--- src/sv/tfb_pkg.sv ---
// Shared constants, register indexes and the request entry type of the telemetry framer.
package tfb_pkg;

   localparam int MAX_PAYLOAD_WORDS = 10;
   localparam int MAX_PAYLOAD_BYTES = 2 * MAX_PAYLOAD_WORDS;
   localparam int MAX_FRAME_BYTES   = MAX_PAYLOAD_BYTES + 6;
   localparam int BYTE_W            = 8;
   localparam int WORD_W            = 16;
   localparam int LEN_W             = 5;
   localparam int POS_W             = 5;
   localparam int CSR_INDEX_W       = 8;
   localparam int QUEUE_DEPTH       = 2;
   localparam int QPTR_W            = $clog2(QUEUE_DEPTH);
   localparam int QCNT_W            = $clog2(QUEUE_DEPTH + 1);

   localparam logic [BYTE_W-1:0] RESET_HEADER  = 8'hAA;
   localparam logic [BYTE_W-1:0] RESET_ADDRESS = 8'hFF;
   localparam logic [BYTE_W-1:0] SYNC_ID       = 8'hFB;

   // Register indexes of the configuration port
   localparam logic [CSR_INDEX_W-1:0] REG_HEADER  = CSR_INDEX_W'(0);
   localparam logic [CSR_INDEX_W-1:0] REG_ADDRESS = CSR_INDEX_W'(1);

   typedef struct packed {
      logic [BYTE_W-1:0]                   frame_id;
      logic [LEN_W-1:0]                    payload_length;
      logic [MAX_PAYLOAD_BYTES*BYTE_W-1:0] payload;
   } tfb_entry_type;

endpackage

--- src/sv/tfb_front.sv ---
// Request intake: length saturation, payload packing and a two-entry request queue.
module tfb_front (
   input  logic                       clock,
   input  logic                       reset,
   input  logic                       req_valid,
   output logic                       req_stall,
   input  logic [7:0]                 req_frame_id,
   input  logic [4:0]                 req_payload_length,
   input  logic signed [15:0]         req_word_0,
   input  logic signed [15:0]         req_word_1,
   input  logic signed [15:0]         req_word_2,
   input  logic signed [15:0]         req_word_3,
   input  logic signed [15:0]         req_word_4,
   input  logic signed [15:0]         req_word_5,
   input  logic signed [15:0]         req_word_6,
   input  logic signed [15:0]         req_word_7,
   input  logic signed [15:0]         req_word_8,
   input  logic signed [15:0]         req_word_9,
   output logic                       q_valid,
   output tfb_pkg::tfb_entry_type     q_entry,
   input  logic                       q_pop
);
   import tfb_pkg::*;

   tfb_entry_type            entry_ff [QUEUE_DEPTH];
   tfb_entry_type            new_entry;
   logic [QPTR_W-1:0]        wr_ptr_ff, wr_ptr_in;
   logic [QPTR_W-1:0]        rd_ptr_ff, rd_ptr_in;
   logic [QCNT_W-1:0]        count_ff, count_in;
   logic                     push;
   logic [WORD_W-1:0]        words [MAX_PAYLOAD_WORDS];

   assign words[0] = req_word_0;
   assign words[1] = req_word_1;
   assign words[2] = req_word_2;
   assign words[3] = req_word_3;
   assign words[4] = req_word_4;
   assign words[5] = req_word_5;
   assign words[6] = req_word_6;
   assign words[7] = req_word_7;
   assign words[8] = req_word_8;
   assign words[9] = req_word_9;

   assign req_stall = (count_ff == QCNT_W'(QUEUE_DEPTH));
   assign push      = req_valid && !req_stall;
   assign q_valid   = (count_ff != '0);
   assign q_entry   = entry_ff[rd_ptr_ff];

   // pack words low byte first; overlong lengths clamp to the full payload
   always_comb begin
      new_entry.frame_id = req_frame_id;
      if (req_payload_length > LEN_W'(MAX_PAYLOAD_BYTES)) begin
         new_entry.payload_length = LEN_W'(MAX_PAYLOAD_BYTES);
      end else begin
         new_entry.payload_length = req_payload_length;
      end
      for (int w = 0; w < MAX_PAYLOAD_WORDS; w++) begin
         new_entry.payload[w*WORD_W +: WORD_W] = words[w];
      end
   end

   always_comb begin
      wr_ptr_in = wr_ptr_ff;
      rd_ptr_in = rd_ptr_ff;
      count_in  = count_ff;
      if (push) begin
         wr_ptr_in = (wr_ptr_ff == QPTR_W'(QUEUE_DEPTH - 1)) ? '0 : wr_ptr_ff + 1'b1;
      end
      if (q_pop) begin
         rd_ptr_in = (rd_ptr_ff == QPTR_W'(QUEUE_DEPTH - 1)) ? '0 : rd_ptr_ff + 1'b1;
      end
      if (push && !q_pop) begin
         count_in = count_ff + 1'b1;
      end else if (!push && q_pop) begin
         count_in = count_ff - 1'b1;
      end
   end

   always_ff @(posedge clock) begin
      if (reset) begin
         wr_ptr_ff <= '0;
         rd_ptr_ff <= '0;
         count_ff  <= '0;
      end else begin
         wr_ptr_ff <= wr_ptr_in;
         rd_ptr_ff <= rd_ptr_in;
         count_ff  <= count_in;
      end
   end

   always_ff @(posedge clock) begin
      if (push) begin
         entry_ff[wr_ptr_ff] <= new_entry;
      end
   end

   a_no_pop_empty: assert property (@(posedge clock) disable iff (reset)
      q_pop |-> q_valid)
      else $error("pop from empty request queue");

   a_count_bound: assert property (@(posedge clock) disable iff (reset)
      count_ff <= QCNT_W'(QUEUE_DEPTH))
      else $error("request queue overfilled");

endmodule

--- src/sv/tfb_back.sv ---
// Frame serializer: walks one queued request byte by byte and builds both check bytes.
module tfb_back (
   input  logic                   clock,
   input  logic                   reset,
   input  logic [7:0]             header_byte,
   input  logic [7:0]             address_byte,
   input  logic                   q_valid,
   input  tfb_pkg::tfb_entry_type q_entry,
   output logic                   q_pop,
   output logic                   rsp_valid,
   input  logic                   rsp_stall,
   output logic [7:0]             rsp_frame_byte,
   output logic                   rsp_last_byte
);
   import tfb_pkg::*;

   typedef enum logic [1:0] {
      ST_IDLE = 2'b01,
      ST_SEND = 2'b10
   } state_type;

   state_type                           state_ff, state_in;
   logic [POS_W-1:0]                    pos_ff, pos_in;
   logic [BYTE_W-1:0]                   sum_ff, sum_in;
   logic [BYTE_W-1:0]                   add_ff, add_in;
   logic [BYTE_W-1:0]                   id_ff, id_in;
   logic [LEN_W-1:0]                    len_ff, len_in;
   logic [MAX_PAYLOAD_BYTES*BYTE_W-1:0] payload_ff, payload_in;
   logic                                out_valid_ff, out_valid_in;
   logic [BYTE_W-1:0]                   out_byte_ff, out_byte_in;
   logic                                out_last_ff, out_last_in;

   logic                                advance;
   logic [BYTE_W-1:0]                   byte_sel;
   logic                                counted;
   logic                                is_last;
   logic                                is_payload;
   logic [POS_W:0]                      payload_end;

   assign rsp_valid      = out_valid_ff;
   assign rsp_frame_byte = out_byte_ff;
   assign rsp_last_byte  = out_last_ff;

   assign advance     = (state_ff == ST_SEND) && (!out_valid_ff || !rsp_stall);
   assign payload_end = (POS_W+1)'(len_ff) + (POS_W+1)'(4);

   // byte at the current position
   always_comb begin
      byte_sel   = sum_ff;
      counted    = 1'b0;
      is_last    = 1'b0;
      is_payload = 1'b0;
      priority if (pos_ff == POS_W'(0)) begin
         byte_sel = header_byte;
         counted  = 1'b1;
      end else if (pos_ff == POS_W'(1)) begin
         byte_sel = address_byte;
         counted  = 1'b1;
      end else if (pos_ff == POS_W'(2)) begin
         byte_sel = id_ff;
         counted  = 1'b1;
      end else if (pos_ff == POS_W'(3)) begin
         byte_sel = BYTE_W'(len_ff);
         counted  = 1'b1;
      end else if ({1'b0, pos_ff} < payload_end) begin
         byte_sel   = payload_ff[BYTE_W-1:0];
         counted    = 1'b1;
         is_payload = 1'b1;
      end else if ({1'b0, pos_ff} == payload_end) begin
         byte_sel = sum_ff;
      end else begin
         byte_sel = add_ff;
         is_last  = 1'b1;
      end
   end

   always_comb begin
      state_in   = state_ff;
      pos_in     = pos_ff;
      sum_in     = sum_ff;
      add_in     = add_ff;
      id_in      = id_ff;
      len_in     = len_ff;
      payload_in = payload_ff;
      q_pop      = 1'b0;
      out_byte_in = out_byte_ff;
      out_last_in = out_last_ff;
      out_valid_in = out_valid_ff && rsp_stall;

      unique case (state_ff)
         ST_IDLE: begin
            if (q_valid) begin
               q_pop = 1'b1;
            end
         end
         ST_SEND: begin
            if (advance) begin
               out_valid_in = 1'b1;
               out_byte_in  = byte_sel;
               out_last_in  = is_last;
               pos_in       = pos_ff + 1'b1;
               if (counted) begin
                  sum_in = sum_ff + byte_sel;
                  add_in = add_ff + sum_ff + byte_sel;
               end
               if (is_payload) begin
                  payload_in = payload_ff >> BYTE_W;
               end
               if (is_last) begin
                  pos_in   = '0;
                  state_in = ST_IDLE;
                  q_pop    = q_valid;
               end
            end
         end
         default: begin
            state_in = ST_IDLE;
         end
      endcase

      // next frame starts right behind the add check byte
      if (q_pop) begin
         state_in   = ST_SEND;
         pos_in     = '0;
         sum_in     = '0;
         add_in     = '0;
         id_in      = q_entry.frame_id;
         len_in     = q_entry.payload_length;
         payload_in = q_entry.payload;
      end
   end

   always_ff @(posedge clock) begin
      if (reset) begin
         state_ff     <= ST_IDLE;
         pos_ff       <= '0;
         sum_ff       <= '0;
         add_ff       <= '0;
         out_valid_ff <= 1'b0;
      end else begin
         state_ff     <= state_in;
         pos_ff       <= pos_in;
         sum_ff       <= sum_in;
         add_ff       <= add_in;
         out_valid_ff <= out_valid_in;
      end
   end

   always_ff @(posedge clock) begin
      id_ff       <= id_in;
      len_ff      <= len_in;
      payload_ff  <= payload_in;
      out_byte_ff <= out_byte_in;
      out_last_ff <= out_last_in;
   end

   a_pos_bound: assert property (@(posedge clock) disable iff (reset)
      pos_ff <= POS_W'(MAX_FRAME_BYTES - 1))
      else $error("frame position past end of longest frame");

   a_idle_pos: assert property (@(posedge clock) disable iff (reset)
      (state_ff == ST_IDLE) |-> (pos_ff == '0))
      else $error("position not rewound while idle");

   a_pop_starts: assert property (@(posedge clock) disable iff (reset)
      q_pop |=> (state_ff == ST_SEND) && (pos_ff == '0) && (sum_ff == '0))
      else $error("popped request did not start a fresh frame");

endmodule

--- src/sv/telemetry_frame_builder_core.sv ---
// Top level of the telemetry framer: config registers, request queue and byte serializer.
// First byte of a frame passes the queue entry, the serializer state and its output byte register.
// One frame byte per cycle while rsp_stall is low; a frame of length L has L + 6 bytes
//   (6 to 26); the rate is set by the serializer's single output byte register.
// Queued frames follow each other with no gap; up to two requests wait in the queue.
// Reset (synchronous, active high) empties the queue, idles the serializer and
//   restores header 0xAA and address 0xFF.
module telemetry_frame_builder_core (
   input  logic                                 clock,
   input  logic                                 reset,
   // request channel
   input  logic                                 req_valid,
   output logic                                 req_stall,
   input  logic [7:0]                           req_frame_id,
   input  logic [4:0]                           req_payload_length,
   input  logic signed [15:0]                   req_word_0,
   input  logic signed [15:0]                   req_word_1,
   input  logic signed [15:0]                   req_word_2,
   input  logic signed [15:0]                   req_word_3,
   input  logic signed [15:0]                   req_word_4,
   input  logic signed [15:0]                   req_word_5,
   input  logic signed [15:0]                   req_word_6,
   input  logic signed [15:0]                   req_word_7,
   input  logic signed [15:0]                   req_word_8,
   input  logic signed [15:0]                   req_word_9,
   // frame byte channel
   output logic                                 rsp_valid,
   input  logic                                 rsp_stall,
   output logic [7:0]                           rsp_frame_byte,
   output logic                                 rsp_last_byte,
   // register write channel
   input  logic                                 csr_valid,
   output logic                                 csr_ready,
   input  logic [tfb_pkg::CSR_INDEX_W-1:0]      csr_index,
   input  logic [7:0]                           csr_data
);
   import tfb_pkg::*;

   logic [BYTE_W-1:0] header_ff, header_in;
   logic [BYTE_W-1:0] address_ff, address_in;
   logic              csr_write;

   logic              q_valid;
   logic              q_pop;
   tfb_entry_type     q_entry;

   // register writes are always accepted and take effect in the next cycle; unknown indexes drop
   assign csr_ready = 1'b1;
   assign csr_write = csr_valid && csr_ready;

   always_comb begin
      header_in  = header_ff;
      address_in = address_ff;
      if (csr_write) begin
         if (csr_index == REG_HEADER) begin
            header_in = csr_data;
         end else if (csr_index == REG_ADDRESS) begin
            address_in = csr_data;
         end
      end
   end

   always_ff @(posedge clock) begin
      if (reset) begin
         header_ff  <= RESET_HEADER;
         address_ff <= RESET_ADDRESS;
      end else begin
         header_ff  <= header_in;
         address_ff <= address_in;
      end
   end

   // front: clamps length, packs payload, queues the request.
   // A sync frame (id 0xFB, length 0) needs no special path.
   tfb_front u_front (
      .clock              (clock),
      .reset              (reset),
      .req_valid          (req_valid),
      .req_stall          (req_stall),
      .req_frame_id       (req_frame_id),
      .req_payload_length (req_payload_length),
      .req_word_0         (req_word_0),
      .req_word_1         (req_word_1),
      .req_word_2         (req_word_2),
      .req_word_3         (req_word_3),
      .req_word_4         (req_word_4),
      .req_word_5         (req_word_5),
      .req_word_6         (req_word_6),
      .req_word_7         (req_word_7),
      .req_word_8         (req_word_8),
      .req_word_9         (req_word_9),
      .q_valid            (q_valid),
      .q_entry            (q_entry),
      .q_pop              (q_pop)
   );

   // back: header, address, id, length, payload, sum check, add check
   tfb_back u_back (
      .clock          (clock),
      .reset          (reset),
      .header_byte    (header_ff),
      .address_byte   (address_ff),
      .q_valid        (q_valid),
      .q_entry        (q_entry),
      .q_pop          (q_pop),
      .rsp_valid      (rsp_valid),
      .rsp_stall      (rsp_stall),
      .rsp_frame_byte (rsp_frame_byte),
      .rsp_last_byte  (rsp_last_byte)
   );

endmodule
--- config.mk ---
export PLATFORM = sky130hd
export DESIGN_NAME = telemetry_frame_builder_core
export DESIGN_NICKNAME = d
export VERILOG_FILES = /design/src/sv/tfb_pkg.sv /design/src/sv/tfb_front.sv /design/src/sv/tfb_back.sv /design/src/sv/telemetry_frame_builder_core.sv
export SDC_FILE = /design/constraint.sdc
export NUM_CORES = 1
export LEC_CHECK = 0
export BUFFER_PORTS_ARGS = -buffer_cell sky130_fd_sc_hd__buf_2
export CAP_MARGIN = 20
export CORE_AREA = 5 5 261 263
export DETAILED_ROUTE_END_ITERATION = 6
export DIE_AREA = 0 0 266 268
export PLACE_DENSITY = 0.63
export SYNTH_ARGS = -nofsm -noshare
export SYNTH_HDL_FRONTEND = slang
export SYNTH_SLANG_ARGS = --single-unit
--- constraint.sdc ---
create_clock -name clock -period 14.73 [get_ports clock]
set_input_delay 0.7365 -clock clock [delete_from_list [all_inputs] [get_ports clock]]
set_output_delay 0.7365 -clock clock [all_outputs]
set_load 0.02 [all_outputs]
==> run summary, run 1 <==
Pwr Density - 190.5 mW/mm²
fin crit share - 34.30%
Core ar. - 0.06539 mm²
Vert. Die Dim - 268 µm
CP peak stage delay - 0.48 ns
Initial Util - 34.74%
worst hold-check path type - in -> reg
Synth Area in Simple Gates - 5.872%
post-synthesis mux area share - 8.533%
Routed WL - 46920 µm
global-route wire length before repair - 72100 µm
Setup Viol. Count Final - 0
Post-Synthesis Cells - 1498
drt pass-1 iters - 5
hold_buf cts - 0
CP bufs+invs - 4
post-synthesis cell area - 0.02271 mm²
Adder-Cell Fraction of Synth Area - 2.225%
Worst path slowest cell - fa_1
postcts setup bufs - 0
Syn Nets - 1727
Pleak - 9.406 nW
Total Nets Final - 1934
Post-synth ARST share - 0%
most common cell in the netlist - edfxtp_1
Max Fclk - 0.1979 GHz
PortBufs - 204
Post-DRT Antenna Nets - 0
DR vias/cell - 4.724
sequential fraction of design power - 50.4%
Reg clk slew, reported paths - 0.07 ns
Iter 0 DRT Violations - 781
main flop type after synthesis - edfxtp_1
grt ovf - 0
Worst EP required - 15.21 ns
P_int - 3.602 mW
number of max-cap violations - 0
die footprint - 0.07129 mm²
setup_tns - 0 ns
CTS Buf Count - 60
Wirelength per Cell - 17.90 µm
Yosys warning count - 0
R2R depth - 22
Seq cells post-synth - 573
H-Tree Depth - 2
synth top area cells - edfxtp_1 70%, mux2i_1 7.9%, dfxtp_1 4.0%
worst hold path depth - 1
clk buf depth - 3
die width - 266 µm
CP startpoint kind - flop
initial antenna violation count - 6
area leader, netlist - edfxtp_1
CP Class - reg -> reg
critical path, cell by cell - ha_1 -> xnor2_1 -> ha_1 -> nand3_1 -> nor3b_4 -> inv_2 -> nand2_1 -> a31oi_1 -> o22a_1 -> inv_1 -> fa_1 -> inv_1 -> ha_1 -> inv_1 -> fa_1 -> nor2b_1 -> o31a_1 -> a31o_2 -> nor2_1 -> o41ai_1 -> o31ai_1 -> nor3b_1
sequential cell area fraction in the yosys report - 73.77%
Gate power share - 20.2%
count of different cell masters after synthesis - 68
Total Power - 5.049 mW
post-cts sizing count - 0
via count - 12380
Synth Area in XOR/XNOR - 0.6169%
clock share of power - 29.4%
HP Start - req_word_7[0]
crit path DAT - 5.53 ns
Final Core Density - 40.53%
Max VDD drop - 0.0001384 V
FP Rows - 94
overall routing resource usage - 12.70%
DRC - 0
Synth top area share - 69.80%
Compound-Gate Fraction of Synth Area - 6.324%
critical path capture point type - flop
Final Max Slew Viols - 0
CP Max Fanout - 9
hpwl dp - 29170 µm
Worst setup startpoint - u_back.len_ff[2]
number of synthesized flops with an enable pin - 528
largest family of logic cells by synthesized area - multiplexers
largest net degree at the start of global routing - 216
GP Congestion - 0.8574
actual slew at the worst max-slew pin - 1.066 ns
I/O pin total - 206
Clock Skews - 0.01805 ns
CP top delay family - adder cells
Clock Latency Late Sink - 0.60 ns
Net Sw Frac - 28.66%
RSZ-0062 raised after global routing - false
CTS Root Cell - clkbuf_16
vias in the first global route - 12970
Mapped Avg Cell Area - 15.16 µm²
layout cells sized above 1 - 18.99%
final hold violation count - 0
Slew headroom - 28.94%
CTS sink cnt - 573
P_sw - 1.447 mW
Reg-to-Reg Start - u_back.len_ff[2]
synth cell count leaders - 528 x edfxtp_1, 209 x nand2_1, 179 x mux2i_1, 131 x o21ai_1, 49 x nor2_1
Layout Area Growth over Synthesis - 16.69%
CTS tree - done
fin crit period - 5.052 ns
status - completed
Levels on crit path - 22
-- worst reg2reg max path, delay by kind of cell, from the launching register on --
family,cells,cell delay [ns]
DFF,1,0.44
adders and majority gates,5,1.63
AOI/OAI and AO/OA,6,1.22
and+or+nand+nor,6,1.10
buffers and inverters,4,0.42
xor gates and xnor gates,1,0.13
-- cells in the final DEF, fill, tap and decap left out, drive strengths merged, types with 4 or more instances in the layout --
master,count
a21o,7
nand3,6
bufinv,6
nor2,49
mux2,13
and2,5
nor3,9
fa,9
a211oi,9
clkinv,34
a31oi,6
xor2,8
clkbuf,68
mux2i,179
ha,26
nor2b,11
xnor2,8
nand2,210
dfxtp,45
clkinvlp,4
inv,49
o21a,5
or3,4
o22a,4
a21oi,28
edfxtp,528
o21ai,166
nand4,4
buf,213
-- power by group through the flow --
stage / registers (mW) / clock network, mW / logic (mW)
global placement: 2.58 / 0 / 1.02
detailed placement: 2.58 / 0 / 1.05
CTS: 2.55 / 1.53 / 1.05
floorplan: 2.62 / 0 / 0.809
global route: 2.59 / 1.60 / 1.16
finish: 2.55 / 1.48 / 1.02
-- stage by stage --
stage | cells | setup WS (ns) | hold slack (ns) | area (µm²)
floorplan | 1498 | 0.2988 | 0.4423 | 22710
global placement | 2507 | 9.729 | 0.4678 | 24540
detailed placement | 2507 | 9.683 | 0.4716 | 24540
CTS | 2618 | 9.662 | 0.2632 | 26500
global route | 2618 | 9.297 | 0.2731 | 26500
finish | 2621 | 9.678 | 0.3216 | 26500
-- layer usage --
metal	track usage, %	share of wire (%)	vias up
li1	-	-	5988
met1	16.17	43	6045
met2	22.14	50	274
met3	2.838	5.2	70
met4	3.381	1.8	4
met5	0	0.062	-
-- registers in the layout, summed over array words and instances (netlist names), 8 cells and up, named ones only --
register               count
u_back.add_ff              8
u_front.entry_ff         346
u_back.sum_ff              8
address_ff                 8
header_ff                  8
u_back.payload_ff        160
u_back.id_ff               8
u_back.rsp_frame_byte      8
-- final timing paths --
kind / to / slack [ns]
max: u_back.add_ff[7] / 9.68
min: u_front.entry_ff[1][112] / 0.32
min reg2reg: header_ff[5] / 0.49
max reg2reg: u_back.add_ff[7] / 9.68
-- cell type report --
type	instances	area, µm²
Fill cell	6000	38890
Multi-Input combinational cell	807	5384
Tap cell	864	1081
Clock inverter	43	384.1
Sequential cell	573	16760
Inverter	50	200.2
Antenna cell	3	7.507
Clock buffer	68	1574
Timing Repair Buffer	213	1114
-- cell families (layout without fill, tap and decap cells) --
group / after synthesis / after routing
other: 1 / 4
AND/OR/NAND/NOR: 312 / 312
buffers and inverters: 118 / 374
flip-flops: 573 / 573
AO/OA/AOI/OAI: 251 / 251
adder cells (fa/ha/maj): 35 / 35
multiplexers: 192 / 192
XOR/XNOR: 16 / 16
Power figures use the tool's default switching activity.
==> run 2: changes to the inputs <==
ABC_AREA = 1   (was default)
CORE_AREA = 5 5 267 269   (was 5 5 261 263)
DIE_AREA = 0 0 272 274   (was 0 0 266 268)
PLACE_DENSITY = 0.61   (was 0.63)
clock period = 4.9 ns   (was 14.73 ns; I/O delays follow)
==> run summary, run 2 <==
Most Frequent Cell on Critical Path - inv_1
P_sw - 5.044 mW (+250%)
Clock Skews - 0.04985 ns (+0.03180 ns)
DRC - 0 (unchanged)
Setup crit end - u_back.add_ff[7]
Pwr Density - 551.1 mW/mm² (+190%)
status - completed
FP Rows - 96 (+2.1%)
Seq cells post-synth - 573 (unchanged)
Max VDD drop - 0.0004252 V (+210%)
Wirelength per Cell - 15.72 µm (-12%)
register-to-register setup slack - 0.41 ns (-9.26 ns)
sequential cell area fraction in the yosys report - 70.58% (-3.2 points)
Max Fclk - 0.2230 GHz (+13%)
Largest register FFs - 346 (unchanged)
fin crit period - 4.485 ns (-0.5668 ns)
CP Class - reg -> reg
global-route wire length before repair - 79610 µm (+10%)
CP Max Fanout - 7 (-2)
HP Start - req_payload_length[3]
grt ovf - 0 (unchanged)
Setup Viol. Count Final - 0 (unchanged)
I/O pin total - 206 (unchanged)
Gate power share - 24.8% (+4.6 points)
crit path DAT - 4.99 ns (-0.54 ns)
Reg with most FFs - u_front.entry_ff
CTS tree - done
vias in the first global route - 14760 (+14%)
die footprint - 0.07453 mm² (+4.5%)
H-Tree Depth - 2 (unchanged)
Final Max Slew Viols - 0 (unchanged)
Worst setup startpoint - u_back.len_ff[3]
hpwl dp - 30960 µm (+6.2%)
die width - 272 µm (+2.3%)
reg-to-reg endpoint - u_back.add_ff[7]
DP Area - 0.02561 mm² (+4.4%)
synth top area cells - edfxtp_1 67%, nand2_1 6.4%, o21ai_2 5.3%
commonest non-fill, non-tap cell in the layout - edfxtp_1
Reg-to-Reg Start - u_back.len_ff[3]
layout cells sized above 1 - 21.92% (+2.9 points)
number of max-cap violations - 0 (unchanged)
R2R depth - 27 (+23%)
initial antenna violation count - 6 (unchanged)
P_int - 11.22 mW (+210%)
Worst path slowest cell - fa_1
Worst EP required - 5.41 ns (-9.80 ns)
top flop regs - u_front.entry_ff x346, u_back.payload_ff x160
Net Sw Frac - 31.01% (+2.3 points)
fin crit share - 91.54% (+57 points)
Post-synth ARST share - 0% (unchanged)
sequential fraction of design power - 46.5% (-3.9 points)
Yosys warning count - 0 (unchanged)
actual slew at the worst max-slew pin - 0.9290 ns (-0.1369 ns)
post-synthesis cell area - 0.02374 mm² (+4.5%)
area leader, netlist - edfxtp_1
Pleak - 11.45 nW (+22%)
count of different cell masters after synthesis - 45 (-34%)
Post-DRT Antenna Nets - 0 (unchanged)
Syn Nets - 2107 (+22%)
GP Congestion - 0.8095 (-5.6%)
Reg clk slew, reported paths - 0.06 ns (about the same)
CTS sink cnt - 573 (unchanged)
number of synthesized flops with an enable pin - 528 (unchanged)
CP peak stage delay - 0.48 ns (about the same)
overall routing resource usage - 13.34% (+0.63 points)
Routed WL - 50300 µm (+7.2%)
Iter 0 DRT Violations - 939 (+20%)
final hold violation count - 0 (unchanged)
Layout Area Growth over Synthesis - 24.33%
worst hold-check path type - in -> reg
Clock Latency Late Sink - 0.63 ns (+0.03 ns)
DR vias/cell - 4.509 (-4.5%)
CTS Root Cell - clkbuf_16
Vert. Die Dim - 274 µm (+2.2%)
via count - 14430 (+17%)
RSZ-0062 raised after global routing - false
setup_tns - 0 ns (unchanged)
synth cell count leaders - 528 x edfxtp_1, 405 x nand2_1, 247 x inv_1, 176 x o21ai_0, 145 x o21ai_2
PortBufs - 204 (unchanged)
CTS Buf Count - 60 (unchanged)
critical path capture point type - flop
CP startpoint kind - flop
Core ar. - 0.06835 mm² (+4.5%)
Synth top area share - 66.78% (-3.0 points)
fin area - 0.02952 mm² (+11%)
drt pass-1 iters - 5 (unchanged)
Total Nets Final - 2493 (+29%)
clock share of power - 28.6% (-0.8 points)
Post-Synthesis Cells - 1878 (+25%)
Slew headroom - 38.07% (+9.1 points)
largest net degree at the start of global routing - 125 (-42%)
most frequent cells in the layout - 528 x edfxtp_1, 405 x nand2_1, 245 x inv_1, 204 x buf_2, 182 x dlygate4sd3_1
Mapped Avg Cell Area - 12.64 µm² (-17%)
clk buf depth - 3 (unchanged)
most common cell in the netlist - edfxtp_1
main flop type after synthesis - edfxtp_1
Initial Util - 34.74% (about the same)
-- run 2: cell count changes in the layout (fill, tap and decap cells not counted), moves of 11 or more --
cell           previous run  this run
inv_1                    47       245
nand2_1                 209       405
dlygate4sd3_1             0       182
mux2i_1                 179         8
o21ai_2                   0       146
o21ai_0                  35       175
o21ai_1                 131        17
a21oi_1                  28        43
nand3_1                   6        18
o211ai_1                  0        12
nor2b_1                  11         0
-- run 2: area by class of cell --
class / count / area [µm²]
multi-input combinational: 973 / 5543
timing repair buffer: 406 / 3118
sequential: 573 / 16760
clock buffer: 71 / 1553
tap: 882 / 1104
fill: 6155 / 38830
inverter: 250 / 938.4
clock inverter: 40 / 490.5
antenna: 5 / 12.51
-- run 2: repair_timing --
action                                  CTS  global route
hold endpoints to repair                365             0
setup buffers                             0             3
hold buffers                            182             0
endpoints found under the setup margin    0             1
resized for setup                         0             4
-- run 2: how the worst min path moves through the flow --
stage,end,slack [ns],depth (start not counted)
2_1_floorplan,u_back.rsp_valid,0.31,1
3_3_place_gp,u_front.entry_ff[1][100],0.43,1
3_5_place_dp,u_front.entry_ff[0][105],0.44,1
4_1_cts,u_front.entry_ff[1][163],0.004,3
5_1_grt,u_front.entry_ff[0][163],0.04,3
6_report,u_front.entry_ff[0][163],0.04,3
-- run 2: power by group through the flow --
stage | sequential [mW] | clock (mW) | combinational [mW]
after CTS | 7.60 | 4.81 | 4.14
final | 7.57 | 4.66 | 4.04
after detailed placement | 7.68 | 0 | 4.00
after global routing | 7.69 | 5.03 | 4.56
after global placement | 7.67 | 0 | 3.95
after floorplan | 7.59 | 0 | 3.23
-- run 2: metal layers --
layer,up-vias,GRT usage [%],wire [µm]
met5,-,0,27
met4,4,4.036,1215
met3,80,2.310,1925
met2,241,23.55,25730
met1,6888,16.84,21400
li1,7216,-,-
-- run 2: logic make-up after synthesis --
logic type                 synth area share [%]
DFF                                       70.58
and+or+nand+nor                           8.337
AOI/OAI and AO/OA                         11.30
buffers and inverters                     6.351
adders and majority gates                 2.129
muxes                                    0.9539
xor gates and xnor gates                 0.3320
other                                   0.01580
-- run 2: worst max-delay path, delay by kind of cell, from the launching register on --
family | cells | cell delay (ns)
buf+inv | 7 | 0.38
flops | 1 | 0.44
compound gates | 5 | 0.76
fa+ha+maj | 5 | 1.64
xor+xnor | 1 | 0.21
simple gates | 9 | 0.96
-- run 2: per-stage QoR --
| step | setup WS, ns | utilization [%] | cells | total power [mW] | hold WS, ns |
|---|---|---|---|---|---|
| global placement | 0.1038 | 37.47 | 2899 | 11.62 | 0.4322 |
| finish | 0.4147 | 43.19 | 3200 | 16.27 | 0.04437 |
| floorplan | -2.337 | - | 1878 | 10.82 | 0.3141 |
| CTS | 0.006076 | 43.12 | 3192 | 16.55 | 0.004234 |
| global route | 0.005849 | 43.18 | 3196 | 17.29 | 0.04197 |
| detailed placement | 0.007513 | 37.47 | 2899 | 11.69 | 0.4357 |
